==> config.mk <==
export PLATFORM = sky130hd
export DESIGN_NAME = breathing_rgb_led_controller
export DESIGN_NICKNAME = d
export VERILOG_FILES = /design/src/brgb_pkg.sv /design/src/brgb_csr.sv /design/src/breathing_rgb_led_controller.sv
export SDC_FILE = /design/constraint.sdc
export NUM_CORES = 1
export LEC_CHECK = 0
export BUFFER_PORTS_ARGS = -buffer_cell sky130_fd_sc_hd__buf_2
export CAP_MARGIN = 20
export CORE_UTILIZATION = 30
export DETAILED_ROUTE_END_ITERATION = 10
export SLEW_MARGIN = 20
export SYNTH_ARGS = -nofsm -noshare
export SYNTH_HDL_FRONTEND = slang
export SYNTH_SLANG_ARGS = --single-unit
==> constraint.sdc <==
create_clock -name clock -period 26.6 [get_ports clock]
set_input_delay 1.33 -clock clock [delete_from_list [all_inputs] [get_ports clock]]
set_output_delay 1.33 -clock clock [all_outputs]
set_load 0.005 [all_outputs]
==> src/brgb_pkg.sv <==
// shared types, constants and the light-to-interval mapping for the breathing rgb led controller
`default_nettype none

package brgb_pkg;

   localparam int DUTY_BITS_DEF = 12;
   localparam int CFG_BITS      = 10;
   localparam int CNT_BITS      = 10;
   localparam int IVL_BITS      = 6;
   localparam int LIGHT_BITS    = 12;
   localparam int ADDR_BITS     = 4;
   localparam int DATA_BITS     = 32;

   localparam logic [CNT_BITS-1:0]   CNT_MAX   = '1;
   localparam logic [LIGHT_BITS-1:0] LIGHT_LO  = 12'd200;
   localparam logic [LIGHT_BITS-1:0] LIGHT_HI  = 12'd3000;
   localparam logic [IVL_BITS-1:0]   IVL_SLOW  = 6'd60;
   localparam logic [IVL_BITS-1:0]   IVL_FAST  = 6'd5;
   localparam logic [IVL_BITS-1:0]   IVL_RESET = 6'd20;

   // floor(d*55/2800) == (d * 55 * ceil(2^30/2800)) >> 30 for every d in 0..2800
   localparam int              IVL_SHIFT = 30;
   localparam int              PROD_BITS = 37;
   localparam logic [PROD_BITS-1:0] IVL_RECIP = 37'd21091400;

   localparam logic [CFG_BITS-1:0] FADE_STEP_RESET     = 10'd20;
   localparam logic [CFG_BITS-1:0] DEBOUNCE_RESET      = 10'd50;
   localparam logic [CFG_BITS-1:0] SENSOR_PERIOD_RESET = 10'd300;

   // register index, taken from paddr[3:2]
   localparam logic [1:0] REG_FADE_STEP     = 2'd0;
   localparam logic [1:0] REG_DEBOUNCE      = 2'd1;
   localparam logic [1:0] REG_SENSOR_PERIOD = 2'd2;

   localparam logic [1:0] COLOUR_RED   = 2'd0;
   localparam logic [1:0] COLOUR_GREEN = 2'd1;
   localparam logic [1:0] COLOUR_BLUE  = 2'd2;

   typedef struct packed {
      logic [CFG_BITS-1:0] fade_step;
      logic [CFG_BITS-1:0] debounce_ms;
      logic [CFG_BITS-1:0] sensor_period_ms;
   } cfg_type;

   function automatic logic [IVL_BITS-1:0] light_to_interval(input logic [LIGHT_BITS-1:0] light);
      logic [LIGHT_BITS-1:0] clamped;
      logic [LIGHT_BITS-1:0] offset;
      logic [PROD_BITS-1:0]  prod;
      logic [IVL_BITS-1:0]   quot;
      if (light < LIGHT_LO) begin
         clamped = LIGHT_LO;
      end else if (light > LIGHT_HI) begin
         clamped = LIGHT_HI;
      end else begin
         clamped = light;
      end
      offset = clamped - LIGHT_LO;
      prod   = PROD_BITS'(offset) * IVL_RECIP;
      quot   = prod[IVL_SHIFT+IVL_BITS-1:IVL_SHIFT];
      return IVL_SLOW - quot;
   endfunction

endpackage

`default_nettype wire

==> src/brgb_csr.sv <==
// configuration registers behind the apb-style port
`default_nettype none

module brgb_csr (
   input  wire logic                               clock,
   input  wire logic                               reset,
   input  wire logic                               csr_psel,
   input  wire logic                               csr_penable,
   input  wire logic                               csr_pwrite,
   input  wire logic [brgb_pkg::ADDR_BITS-1:0]     csr_paddr,
   input  wire logic [brgb_pkg::DATA_BITS-1:0]     csr_pwdata,
   output logic      [brgb_pkg::DATA_BITS-1:0]     csr_prdata,
   output logic                                    csr_pready,
   output brgb_pkg::cfg_type                       cfg
);

   brgb_pkg::cfg_type cfg_ff;
   brgb_pkg::cfg_type cfg_in;
   logic              wr_en;
   logic [1:0]        reg_idx;

   assign csr_pready = 1'b1;
   assign wr_en      = csr_psel && csr_penable && csr_pwrite;
   assign reg_idx    = csr_paddr[3:2];

   always_comb begin
      cfg_in = cfg_ff;
      if (wr_en) begin
         unique case (reg_idx)
            brgb_pkg::REG_FADE_STEP:
               cfg_in.fade_step = csr_pwdata[brgb_pkg::CFG_BITS-1:0];
            brgb_pkg::REG_DEBOUNCE:
               cfg_in.debounce_ms = csr_pwdata[brgb_pkg::CFG_BITS-1:0];
            brgb_pkg::REG_SENSOR_PERIOD:
               cfg_in.sensor_period_ms = csr_pwdata[brgb_pkg::CFG_BITS-1:0];
            default: ;
         endcase
      end
   end

   always_comb begin
      unique case (reg_idx)
         brgb_pkg::REG_FADE_STEP:
            csr_prdata = brgb_pkg::DATA_BITS'(cfg_ff.fade_step);
         brgb_pkg::REG_DEBOUNCE:
            csr_prdata = brgb_pkg::DATA_BITS'(cfg_ff.debounce_ms);
         brgb_pkg::REG_SENSOR_PERIOD:
            csr_prdata = brgb_pkg::DATA_BITS'(cfg_ff.sensor_period_ms);
         default:
            csr_prdata = '0;
      endcase
   end

   always_ff @(posedge clock) begin
      if (reset) begin
         cfg_ff.fade_step        <= brgb_pkg::FADE_STEP_RESET;
         cfg_ff.debounce_ms      <= brgb_pkg::DEBOUNCE_RESET;
         cfg_ff.sensor_period_ms <= brgb_pkg::SENSOR_PERIOD_RESET;
      end else begin
         cfg_ff <= cfg_in;
      end
   end

   assign cfg = cfg_ff;

endmodule

`default_nettype wire

==> src/breathing_rgb_led_controller.sv <==
// top level of the breathing rgb led controller: tick pipeline, debounce, breathing state
//
// Each request is one millisecond tick carrying the raw button level and a light
// sample; every request yields exactly one response with the three duty values,
// the current pass interval and a flag telling whether a breathing pass ran.
// Requests enter on req_valid/req_stall, responses leave on rsp_valid/rsp_stall;
// a transfer happens on a clock edge with valid high and stall low.
// A request lands in an input register; when the response register can advance,
// the debounce, colour, pass and interval logic runs in one step and the response
// register loads, and the response is offered from it. One request is taken every
// cycle unless the receiver stalls; the state update in that single step sets the rate.
// While the receiver stalls, the response holds and one more request can still
// be taken into the input register; after that req_stall rises until the
// response moves on.
// Synchronous reset empties both registers and puts the breathing state back:
// red selected, level zero and rising, interval 20 ms, the first tick runs a
// pass, configuration back to step 20, debounce 50 ms and sensor period 300 ms.
// Users must write configuration via csr_ only with no request in flight; not enforced.
`default_nettype none

module breathing_rgb_led_controller #(
   parameter int DUTY_BITS = brgb_pkg::DUTY_BITS_DEF
) (
   input  wire logic                                clock,
   input  wire logic                                reset,
   input  wire logic                                req_valid,
   output logic                                     req_stall,
   input  wire logic                                req_button_level,
   input  wire logic [brgb_pkg::LIGHT_BITS-1:0]     req_light_sample,
   output logic                                     rsp_valid,
   input  wire logic                                rsp_stall,
   output logic      [DUTY_BITS-1:0]                rsp_red_duty,
   output logic      [DUTY_BITS-1:0]                rsp_green_duty,
   output logic      [DUTY_BITS-1:0]                rsp_blue_duty,
   output logic      [brgb_pkg::IVL_BITS-1:0]       rsp_pass_interval,
   output logic                                     rsp_pass_ran,
   input  wire logic                                csr_psel,
   input  wire logic                                csr_penable,
   input  wire logic                                csr_pwrite,
   input  wire logic [brgb_pkg::ADDR_BITS-1:0]      csr_paddr,
   input  wire logic [brgb_pkg::DATA_BITS-1:0]      csr_pwdata,
   output logic      [brgb_pkg::DATA_BITS-1:0]      csr_prdata,
   output logic                                     csr_pready
);

   localparam int LVL_BITS = ((DUTY_BITS > brgb_pkg::CNT_BITS) ? DUTY_BITS
                                                               : brgb_pkg::CNT_BITS) + 1;
   localparam logic [LVL_BITS-1:0] FULL_SCALE = LVL_BITS'((2 ** DUTY_BITS) - 1);

   localparam int CB = brgb_pkg::CNT_BITS;
   localparam int IB = brgb_pkg::IVL_BITS;

   brgb_pkg::cfg_type cfg;

   brgb_csr u_csr (
      .clock       (clock),
      .reset       (reset),
      .csr_psel    (csr_psel),
      .csr_penable (csr_penable),
      .csr_pwrite  (csr_pwrite),
      .csr_paddr   (csr_paddr),
      .csr_pwdata  (csr_pwdata),
      .csr_prdata  (csr_prdata),
      .csr_pready  (csr_pready),
      .cfg         (cfg)
   );

   // input register
   logic                            in_valid_ff;
   logic                            in_button_ff;
   logic [brgb_pkg::LIGHT_BITS-1:0] in_light_ff;

   // breathing state
   logic [IB-1:0]       wait_left_ff,    wait_left_in;
   logic [IB-1:0]       interval_ff,     interval_in;
   logic [CB-1:0]       since_sensor_ff, since_sensor_in;
   logic                raw_prev_ff;
   logic                stable_ff,       stable_in;
   logic [CB-1:0]       hold_ff,         hold_in;
   logic [1:0]          colour_ff,       colour_in;
   logic [LVL_BITS-1:0] level_ff,        level_in;
   logic                down_ff,         down_in;

   // response register
   logic                 rsp_valid_ff;
   logic [DUTY_BITS-1:0] red_ff,   red_in;
   logic [DUTY_BITS-1:0] green_ff, green_in;
   logic [DUTY_BITS-1:0] blue_ff,  blue_in;
   logic [IB-1:0]        ivl_out_ff;
   logic                 ran_ff,   ran_in;

   logic                 advance;
   logic                 step_en;
   logic [LVL_BITS-1:0]  step_ext;
   logic [LVL_BITS-1:0]  level_step;
   logic [DUTY_BITS-1:0] duty;

   assign advance   = !rsp_valid_ff || !rsp_stall;
   assign step_en   = in_valid_ff && advance;
   assign req_stall = in_valid_ff && !advance;
   assign step_ext  = LVL_BITS'(cfg.fade_step);

   always_comb begin
      hold_in         = hold_ff;
      stable_in       = stable_ff;
      colour_in       = colour_ff;
      since_sensor_in = since_sensor_ff;
      interval_in     = interval_ff;
      level_in        = level_ff;
      down_in         = down_ff;
      wait_left_in    = wait_left_ff;
      ran_in          = 1'b0;
      level_step      = level_ff;

      // debounce
      if (in_button_ff != raw_prev_ff) begin
         hold_in = '0;
      end else if (hold_ff != brgb_pkg::CNT_MAX) begin
         hold_in = hold_ff + CB'(1);
      end
      if (hold_in > cfg.debounce_ms && in_button_ff != stable_ff) begin
         stable_in = in_button_ff;
         // falling edge of the stable level steps the colour
         if (!in_button_ff) begin
            colour_in = (colour_ff >= brgb_pkg::COLOUR_BLUE) ? brgb_pkg::COLOUR_RED
                                                             : colour_ff + 2'd1;
         end
      end

      if (since_sensor_ff != brgb_pkg::CNT_MAX) begin
         since_sensor_in = since_sensor_ff + CB'(1);
      end

      if (wait_left_ff == '0) begin
         ran_in = 1'b1;
         if (down_ff) begin
            level_step = (step_ext >= level_ff) ? '0 : level_ff - step_ext;
         end else begin
            level_step = level_ff + step_ext;
         end
         level_in = level_step;
         if (level_step >= FULL_SCALE) begin
            down_in = 1'b1;
         end
         if (level_step == '0) begin
            down_in = 1'b0;
         end
         if (since_sensor_in > cfg.sensor_period_ms) begin
            interval_in     = brgb_pkg::light_to_interval(in_light_ff);
            since_sensor_in = '0;
         end
         wait_left_in = interval_in - IB'(1);
      end else begin
         wait_left_in = wait_left_ff - IB'(1);
      end

      duty     = (level_in > FULL_SCALE) ? FULL_SCALE[DUTY_BITS-1:0]
                                         : level_in[DUTY_BITS-1:0];
      red_in   = '0;
      green_in = '0;
      blue_in  = '0;
      unique case (colour_in)
         brgb_pkg::COLOUR_RED:   red_in   = duty;
         brgb_pkg::COLOUR_GREEN: green_in = duty;
         brgb_pkg::COLOUR_BLUE:  blue_in  = duty;
         default: ;
      endcase
   end

   always_ff @(posedge clock) begin
      if (reset) begin
         in_valid_ff     <= 1'b0;
         rsp_valid_ff    <= 1'b0;
         wait_left_ff    <= '0;
         interval_ff     <= brgb_pkg::IVL_RESET;
         since_sensor_ff <= '0;
         raw_prev_ff     <= 1'b1;
         stable_ff       <= 1'b1;
         hold_ff         <= '0;
         colour_ff       <= brgb_pkg::COLOUR_RED;
         level_ff        <= '0;
         down_ff         <= 1'b0;
      end else begin
         if (!req_stall) begin
            in_valid_ff <= req_valid;
         end
         if (advance) begin
            rsp_valid_ff <= in_valid_ff;
         end
         if (step_en) begin
            wait_left_ff    <= wait_left_in;
            interval_ff     <= interval_in;
            since_sensor_ff <= since_sensor_in;
            raw_prev_ff     <= in_button_ff;
            stable_ff       <= stable_in;
            hold_ff         <= hold_in;
            colour_ff       <= colour_in;
            level_ff        <= level_in;
            down_ff         <= down_in;
         end
      end
   end

   always_ff @(posedge clock) begin
      if (req_valid && !req_stall) begin
         in_button_ff <= req_button_level;
         in_light_ff  <= req_light_sample;
      end
      if (step_en) begin
         red_ff     <= red_in;
         green_ff   <= green_in;
         blue_ff    <= blue_in;
         ivl_out_ff <= interval_in;
         ran_ff     <= ran_in;
      end
   end

   assign rsp_valid         = rsp_valid_ff;
   assign rsp_red_duty      = red_ff;
   assign rsp_green_duty    = green_ff;
   assign rsp_blue_duty     = blue_ff;
   assign rsp_pass_interval = ivl_out_ff;
   assign rsp_pass_ran      = ran_ff;

   // a shown pass reloads the wait counter from the interval it reports
   assert property (@(posedge clock) disable iff (reset)
      rsp_valid_ff && ran_ff |-> wait_left_ff == ivl_out_ff - IB'(1))
      else $error("wait counter not reloaded from pass interval");

   assert property (@(posedge clock) disable iff (reset)
      rsp_valid_ff |-> ivl_out_ff >= brgb_pkg::IVL_FAST && ivl_out_ff <= brgb_pkg::IVL_SLOW)
      else $error("pass interval out of range");

   assert property (@(posedge clock) disable iff (reset)
      rsp_valid_ff |-> $countones({red_ff != '0, green_ff != '0, blue_ff != '0}) <= 1)
      else $error("more than one colour lit");

   assert property (@(posedge clock) disable iff (reset)
      colour_ff != 2'd3)
      else $error("unused colour selected");

   assert property (@(posedge clock) disable iff (reset)
      req_stall |-> rsp_valid_ff && rsp_stall && in_valid_ff)
      else $error("request stalled with room in the pipeline");

endmodule

`default_nettype wire
==> results of run 1 <==
==> layer usage <==
metal  GRT usage [%]  routed length [um]
met5               0                   0
met4            3.59                 323
met3            2.40                 942
met2            24.2               12900
met1            19.9               13300
==> logic make-up after synthesis <==
family / count (synthesis)
mux: 43
xor+xnor: 47
other cells: 2
fa+ha+maj: 181
compound gates: 250
flops: 138
buf+inv: 223
simple gates: 406
==> stage by stage <==
step,std cells,hold WS (ps),instance area (um^2)
after CTS,1838,478,12600
after detailed placement,1806,468,12000
after global placement,1806,466,12000
final,1839,477,12600
after floorplan,1311,449,11300
after global routing,1838,510,12600
==> cells in the final DEF (no fill, tap or decap), drive strengths merged, types with 23 or more instances in the layout <==
cell,instances
a21oi,83
buf,96
conb,23
dfxtp,82
edfxtp,56
fa,45
ha,136
inv,161
mux2i,40
nand2,131
nand3,31
nor2,126
nor3,24
o21ai,61
xnor2,33
==> registers in the layout, summed over array words and instances, names as in the netlist <==
register / count
interval_ff: 6
rsp_red_duty: 12
rsp_pass_ran: 1
hold_ff: 10
colour_ff: 2
rsp_pass_interval: 6
in_valid_ff: 1
since_sensor_ff: 10
wait_left_ff: 6
rsp_valid: 1
down_ff: 1
rsp_green_duty: 12
level_ff: 13
rsp_blue_duty: 12
u_csr.cfg: 30
stable_ff: 1
in_light_ff: 12
raw_prev_ff: 1
in_button_ff: 1
==> power breakdown <==
part           switching [mW]  leakage [nW]  internal, mW
Sequential            0.00660          1.20         0.230
Clock                   0.104         0.292         0.143
Combinational           0.232          4.12         0.168
Total                   0.343          5.61         0.541
==> how the worst max path moves through the flow <==
stage	startpoint	cells past startpoint	to	slack (ps)
detailed placement	in_light_ff[7]	32	wait_left_ff[5]	16180
global placement	in_light_ff[7]	32	wait_left_ff[5]	16160
CTS	in_light_ff[7]	32	wait_left_ff[5]	16090
global route	in_light_ff[7]	33	wait_left_ff[5]	15500
finish	in_light_ff[7]	33	wait_left_ff[5]	16100
floorplan	in_light_ff[7]	35	wait_left_ff[5]	17730
==> cell usage after synthesis, types with 3 or more instances <==
cell type | instances | share of area (%)
a211oi_1 | 6 | 0.40
mux2_2 | 3 | 0.30
xnor2_1 | 33 | 2.6
nor4_1 | 7 | 0.39
inv_1 | 152 | 5.1
edfxtp_1 | 56 | 15
or2_2 | 5 | 0.28
nand3b_1 | 6 | 0.40
and3_1 | 10 | 0.56
buf_4 | 24 | 1.6
nand2b_1 | 15 | 0.84
nand2_1 | 131 | 4.4
fa_1 | 45 | 8.0
a21o_1 | 10 | 0.67
nand4_1 | 16 | 0.89
a2111oi_0 | 4 | 0.31
or3_1 | 3 | 0.17
buf_2 | 3 | 0.13
a21oi_1 | 82 | 3.7
o211ai_1 | 11 | 0.74
nor2b_1 | 9 | 0.50
mux2i_1 | 40 | 3.6
dfxtp_1 | 82 | 15
nand3_1 | 31 | 1.4
clkbuf_1 | 35 | 1.2
ha_1 | 136 | 15
or4_1 | 4 | 0.27
o21ai_0 | 57 | 2.5
o31ai_1 | 7 | 0.47
xor2_1 | 13 | 1.0
and4_1 | 3 | 0.23
a22oi_1 | 4 | 0.27
o21bai_1 | 8 | 0.54
o22ai_1 | 14 | 0.78
and2_1 | 4 | 0.22
o21ai_1 | 4 | 0.18
nor3_1 | 22 | 0.98
nor2_1 | 126 | 4.2
a31oi_1 | 3 | 0.17
o21a_1 | 15 | 1.0
buf_1 | 6 | 0.20
==> cell type report <==
type                            count  area (um^2)
Clock buffer                       18          429
Sequential cell                   138         3320
Inverter                          154          578
Clock inverter                     14          175
Tap cell                          468          586
Antenna cell                        1         2.50
Timing Repair Buffer               96          505
Fill cell                        3753        24100
Multi-Input combinational cell    950         7040
==> worst min-delay path: cells and delay by family, from the launching register on <==
kind               cells  cell delay, ps
AOI/OAI and AO/OA      1              50
DFF                    1             320
and+or+nand+nor        1              60
==> impl_metrics.ini, run 1 <==
[die]
num_rows = 70
ioPinCount = 134
die_h_um = 195
die_area_um2 = 38200
core_um2 = 36700
start_util_pct = 30.6
die_w_um = 195

[worst_setup_path]
critPathTopFamily = simple AND/OR/NAND/NOR gates
end_kind = register
crit_path_frequent_cell = ha_1
reg2regPathDepth = 33
worstReg2RegStart = in_light_ff[7]
crit_path_max_fanout = 9
cp_slowest_cell = xor2_1
startpoint_type = register
cp.required_ps = 26970
reg2reg_to = wait_left_ff[5]
crit_type = register to register
critPathMaxStageDelay_ps = 700
critPathArrivalTime_ps = 10860
cp.buffers_inverters = 3
r2r_slack_ps = 16100

[placed_design]
dp_hpwl_um = 21400
dp_slack_ps = 16180
globalplace.congestion = 0.877
io_buffers = 86

[grt]
grt_usage_pct = 14.7
grt_max_degree = 72
antenna_found_initial = 1
grt_overflow = 0
grt_pass1_wl_um = 45200
grt_pass1_vias = 8725

[synthesis]
ys_seq_area_share_pct = 29.6
synth_flop_cell = dfxtp_1
synth_mux_area_share_pct = 3.87
synth-compound-area-share_pct = 14.0
yosysWarnings = 0
ys_seq_elements = 138
synth_cell_types = 73
syn_avg_cell_area_um2 = 8.70
synth-adder-area-share_pct = 23.2
synth-edff-count = 56
netlist_area_um2 = 11200
synth_xor_area_share_pct = 3.79
synth-simple-area-share_pct = 17.1
netlist_instances = 1290
async_flop_share_pct = 0
synth_top_family_by_area = adder cells

[power]
power_density_nw_per_um2 = 69.9
fin_total_pwr_mw = 0.884
power_leakage_nw = 5.61
peakVddDrop_uv = 47.5

[clock_network]
cts_made_buffers = 17
clk_latency_ps = 430
clk_pin_slew_ps = 70
ctsRootBufferMaster = clkbuf_16
cts_resized = 0
htreeDepth = 4
cts_tree = done
numClockSinks = 138
cts_buffer_depth = 2
hold_buffers = 0
postCtsSetupRepairBufs = 0

[timing]
slew_viol_final = 0
layout_setup_ws_ps = 16100
max_freq_mhz = 95.3
rsz0062_at_grt = false
slew_headroom_pct = 26.5
fin_setup_tns_ps = 0
fin_skew_ps = 12.9
worst-slew-pin-transition_ps = 1100
period_needed_ps = 10500
setup_viol_count_final = 0
final-hold-violation-count = 0
post-route-period-util_pct = 39.5

[job]
max_cap_viol_count = 0

[min_path]
hold_end = u_csr.cfg[1]
holdPathStages = 2
holdCritStartpoint = u_csr.cfg[1]
hp-class = register to register

[layout]
utilization_pct = 34.4
nets = 1594
layout-drive-gt1-share_pct = 11.1
syn_to_final_growth_pct = 12.7

[routing]
drc = 0
drt-vias-per-instance = 4.87
dr.pass1.iters = 5
wl_um = 27500
detail-route-antenna-nets = 0
num_vias = 8956
wl_per_cell_um = 15.0
drt_iter0_markers = 566

[outcome]
outcome = completed
No activity file was read; power rests on OpenSTA's default activity.
==> inputs of run 2 (changes only) <==
- clock period: 26.6 -> 9.08 ns (I/O delays scaled with it)
==> impl_metrics.ini, run 2 (same netlist as run 1, synthesis figures left out) <==
[job]
max_cap_viol_count = 0

[routing]
drt_iter0_markers = 540
drc = 0
dr.pass1.iters = 4
num_vias = 9000
wl_per_cell_um = 14.9
wl_um = 27500
drt-vias-per-instance = 4.86
detail-route-antenna-nets = 0

[timing]
period_needed_ps = 8540
slew_headroom_pct = 29.3
fin_skew_ps = 12.3
setup_viol_count_final = 0
max_freq_mhz = 117
worst-slew-pin-transition_ps = 1060
layout_setup_ws_ps = 542
post-route-period-util_pct = 94.0
final-hold-violation-count = 0
slew_viol_final = 0

[placed_design]
globalplace.congestion = 0.897
placedInstanceArea_um2 = 12100
dp_hpwl_um = 21200
dp_slack_ps = 197
io_buffers = 86

[die]
core_um2 = 36700
ioPinCount = 134
num_rows = 70
die_area_um2 = 38200
die_h_um = 195
start_util_pct = 30.6
die_w_um = 195

[min_path]
hold_end = in_light_ff[0]
hp-class = input pin to register
holdCritStartpoint = req_light_sample[0]
holdPathStages = 1

[grt]
grt_pass1_wl_um = 44600
grt_max_degree = 72
grt_pass1_vias = 8609
grt_usage_pct = 14.5
grt_overflow = 0
antenna_found_initial = 1

[clock_network]
clk_latency_ps = 430
numClockSinks = 138
htreeDepth = 4
cts_buffer_depth = 2
cts_made_buffers = 17
cts_tree = done
clk_pin_slew_ps = 70
ctsRootBufferMaster = clkbuf_16

[worst_setup_path]
cp.buffers_inverters = 4
end_kind = register
reg2reg_to = wait_left_ff[5]
critPathMaxStageDelay_ps = 680
cp_slowest_cell = or4b_2
r2r_slack_ps = 540
reg2regPathDepth = 36
crit_path_max_fanout = 9
critPathArrivalTime_ps = 8900
startpoint_type = register
critPathTopFamily = adder cells
worstReg2RegStart = in_light_ff[0]
crit_type = register to register
crit_path_frequent_cell = ha_1
cp.required_ps = 9450

[layout]
ff_latch_area_um2 = 3320
final_common_cell = inv_1
largest_reg_flops = 30
final_cell_area_um2 = 12800
nets = 1605
utilization_pct = 34.9
layout-drive-gt1-share_pct = 12.5
final_cell_mix = inv_1 (151), ha_1 (135), nand2_1 (131), nor2_1 (126), buf_2 (86)
syn_to_final_growth_pct = 14.0
n_fill_cell = 3741
multi_input_area_um2 = 7090

[outcome]
outcome = completed

[power]
fin_total_pwr_mw = 2.67
power_leakage_nw = 5.69
peakVddDrop_uv = 120
power_density_nw_per_um2 = 208
run 2: per-layer routing:
metal	global-route usage (%)	wire, um
met5	0	0
met4	4.11	394
met3	2.26	837
met2	23.6	12900
met1	19.9	13400
run 2: area by class of cell:
type	count	area share (%)
diodes	1	0.0196
clock buffers	17	3.33
clock inverters	15	1.57
inverters	154	4.52
multi-input cells	950	55.4
flip-flops and latches	138	26.0
well taps	468	4.58
repair buffers	107	4.60
run 2: worst max path at each step:
stage | startpoint | end | slack, ps | cells after the start
2_1_floorplan | in_light_ff[7] | wait_left_ff[5] | 210 | 35
3_3_place_gp | in_light_ff[0] | wait_left_ff[5] | 310 | 35
3_5_place_dp | in_light_ff[0] | wait_left_ff[5] | 200 | 35
4_1_cts | in_light_ff[0] | wait_left_ff[5] | 150 | 35
5_1_grt | in_light_ff[0] | wait_left_ff[5] | -20 | 36
6_report | in_light_ff[0] | wait_left_ff[5] | 540 | 36
run 2: timing repair:
action,in CTS,in global routing
setup endpoints to repair,0,6
hold buffers,0,0
gates resized for setup,0,11
setup buffers,0,2
run 2: power by group:
part	internal (mW)	switching [mW]
Combinational	0.519	0.701
Sequential	0.675	0.0187
Clock	0.444	0.307
run 2: through the flow:
step                TNS [ps]  hold slack (ps)  std cells
floorplan                  0              449       1311
global placement           0              461       1815
detailed placement         0              467       1815
CTS                        0              182       1847
global route           -17.4              185       1849
finish                     0              203       1850
==> inputs of run 3 (changes only) <==
- ABC_AREA: unset -> 1
- CTS_CLUSTER_SIZE: unset -> 10
- clock period: 9.08 -> 9.7 ns (I/O delays scaled with it)
==> impl_metrics.ini, run 3 <==
[outcome]
outcome = completed

[die]
die_h_um = 198
die_w_um = 198
start_util_pct = 30.5
num_rows = 71
die_area_um2 = 39100
core_um2 = 37700
ioPinCount = 134

[synthesis]
yosysWarnings = 0
ys_seq_elements = 138
ys_seq_area_share_pct = 28.9
async_flop_share_pct = 0
syn_avg_cell_area_um2 = 7.64
synthTopCellsByCount = inv_1 (266), nand2_1 (265), ha_1 (136)
yosys.area.top_type = ha_1
yosys.area.top_type_share_pct = 14.8
synth-edff-count = 56
yosysMostFrequentCell = inv_1
netlist_instances = 1506
netlist_area_um2 = 11500
synth_flop_cell = dfxtp_1
synth_cell_types = 55
synthTopCellsByArea = ha_1 (15%), edfxtp_1 (15%), dfxtp_1 (14%)

[clock_network]
cts_resized = 0
clk_pin_slew_ps = 70
numClockSinks = 138
cts_tree = done
hold_buffers = 0
htreeDepth = 4
clk_latency_ps = 450
cts_buffer_depth = 2
postCtsSetupRepairBufs = 0
ctsRootBufferMaster = clkbuf_16
cts_made_buffers = 17

[timing]
slew_headroom_pct = 34.5
whs_ps = 209
slew_viol_final = 0
period_needed_ps = 7810
worst-slew-pin-transition_ps = 979
fin_skew_ps = 12.7
rsz0062_at_grt = false
setup_viol_count_final = 0
final-hold-violation-count = 0
layout_setup_ws_ps = 1890
fin_setup_tns_ps = 0
post-route-period-util_pct = 80.6
max_freq_mhz = 128

[placed_design]
dp_cells = 2073
dp_hpwl_um = 23900
dp_slack_ps = 1890
io_buffers = 86
placedInstanceArea_um2 = 12400
globalplace.congestion = 0.911

[worst_setup_path]
critPathMaxStageDelay_ps = 500
cp_slowest_cell = fa_1
crit_path_max_fanout = 7
cp.required_ps = 10050
end_kind = register
crit_path_frequent_cell = nand2_1
critPathArrivalTime_ps = 8160
startpoint_type = register
crit_type = register to register

[routing]
dr.max_layer_used = met4
num_vias = 9916
drt_iter0_markers = 627
drc = 0
drt-vias-per-instance = 4.71
met2_wirelength_um = 13400
wl_um = 29600
detail-route-antenna-nets = 0
wl_per_cell_um = 14.1
wl_met3_um = 1410
dr.pass1.iters = 5
wl_met1_um = 14300

[power]
peakVddDrop_uv = 168
fin_total_pwr_mw = 2.92
clock_power_share_pct = 23.1
pwr-share-seq_pct = 22.7
power_leakage_nw = 6.31
power_density_nw_per_um2 = 225
internal_power_mw = 1.60
power.net_switching_mw = 1.33
combPwrFrac_pct = 54.1
switching_share_pct = 45.4

[layout]
n_antenna_cell = 0
nets = 1818
final_cell_mix = inv_1 (266), nand2_1 (265), ha_1 (136), nor2_1 (127), a21oi_1 (127)
final_cell_area_um2 = 13000
layout-drive-gt1-share_pct = 10.6
utilization_pct = 34.4
final_common_cell = inv_1
syn_to_final_growth_pct = 12.8
n_fill_cell = 4017
fin_cells = 2105
largest_reg_flops = 30

[grt]
grt_pass1_vias = 9486
grt_overflow = 0
grt_max_degree = 76
antenna_found_initial = 0
grt_pass1_wl_um = 48200
grt_usage_pct = 15.7

[min_path]
hp-class = input pin to register

[job]
max_cap_viol_count = 0
## run 3: changes by cell type after synthesis, moves of 15 or more
| cell | delta |
|---|---|
| a21oi_1 | +45 |
| inv_1 | +114 |
| mux2i_1 | -39 |
| nand2_1 | +134 |
| nand2b_1 | -15 |
| nand3_1 | +27 |
| o21ai_0 | +38 |
| xnor2_1 | -22 |
## run 3: final cells by class
| cell class | instances | area (um^2) | area share, % |
|---|---|---|---|
| Clock inverter | 15 | 173 | 1.33 |
| Sequential cell | 138 | 3320 | 25.6 |
| Tap cell | 511 | 639 | 4.93 |
| Inverter | 279 | 1050 | 8.09 |
| Timing Repair Buffer | 89 | 453 | 3.49 |
| Clock buffer | 17 | 425 | 3.28 |
| Multi-Input combinational cell | 1056 | 6910 | 53.3 |
## run 3: layer usage
layer  global-route usage (%)  up-vias
li1                         -     5048
met1                     21.2     4615
met2                     25.2      223
met3                     3.08       30
met4                     4.94        0
met5                        0        -
## run 3: cell families (layout without fill, tap and decap cells)
family | Yosys count | count (layout) | share of synthesized area (%)
xor+xnor | 26 | 26 | 1.98
fa+ha+maj | 181 | 181 | 22.6
simple gates | 527 | 527 | 19.7
flops | 138 | 138 | 28.9
mux | 1 | 1 | 0.0870
buf+inv | 333 | 400 | 11.8
other cells | 2 | 23 | 0.0653
compound gates | 298 | 298 | 14.8
## run 3: worst paths after layout
| path | start | to | slack, ps | depth (start not counted) |
|---|---|---|---|---|
| setup / recovery | in_light_ff[6] | wait_left_ff[4] | 1890 | 44 |
| hold / removal | req_light_sample[9] | in_light_ff[9] | 210 | 1 |
| setup reg to reg | in_light_ff[6] | wait_left_ff[4] | 1890 | 44 |
| hold reg to reg | interval_ff[3] | interval_ff[3] | 470 | 2 |
## run 3: power groups by stage
stage | Sequential (mW) | Combinational, mW | Clock [mW]
CTS | 0.665 | 1.59 | 0.690
detailed placement | 0.678 | 1.57 | 0
global route | 0.668 | 1.85 | 0.709
finish | 0.665 | 1.58 | 0.676
global placement | 0.677 | 1.55 | 0
floorplan | 0.672 | 1.19 | 0
## run 3: critical path, delay by kind of cell, from the launching register on
| kind | cells | cell delay (ps) |
|---|---|---|
| AND/OR/NAND/NOR | 23 | 2620 |
| buffers and inverters | 8 | 850 |
| AO/OA/AOI/OAI | 2 | 330 |
| adder cells (fa/ha/maj) | 9 | 2900 |
| flip-flops | 1 | 430 |
| XOR/XNOR | 2 | 560 |
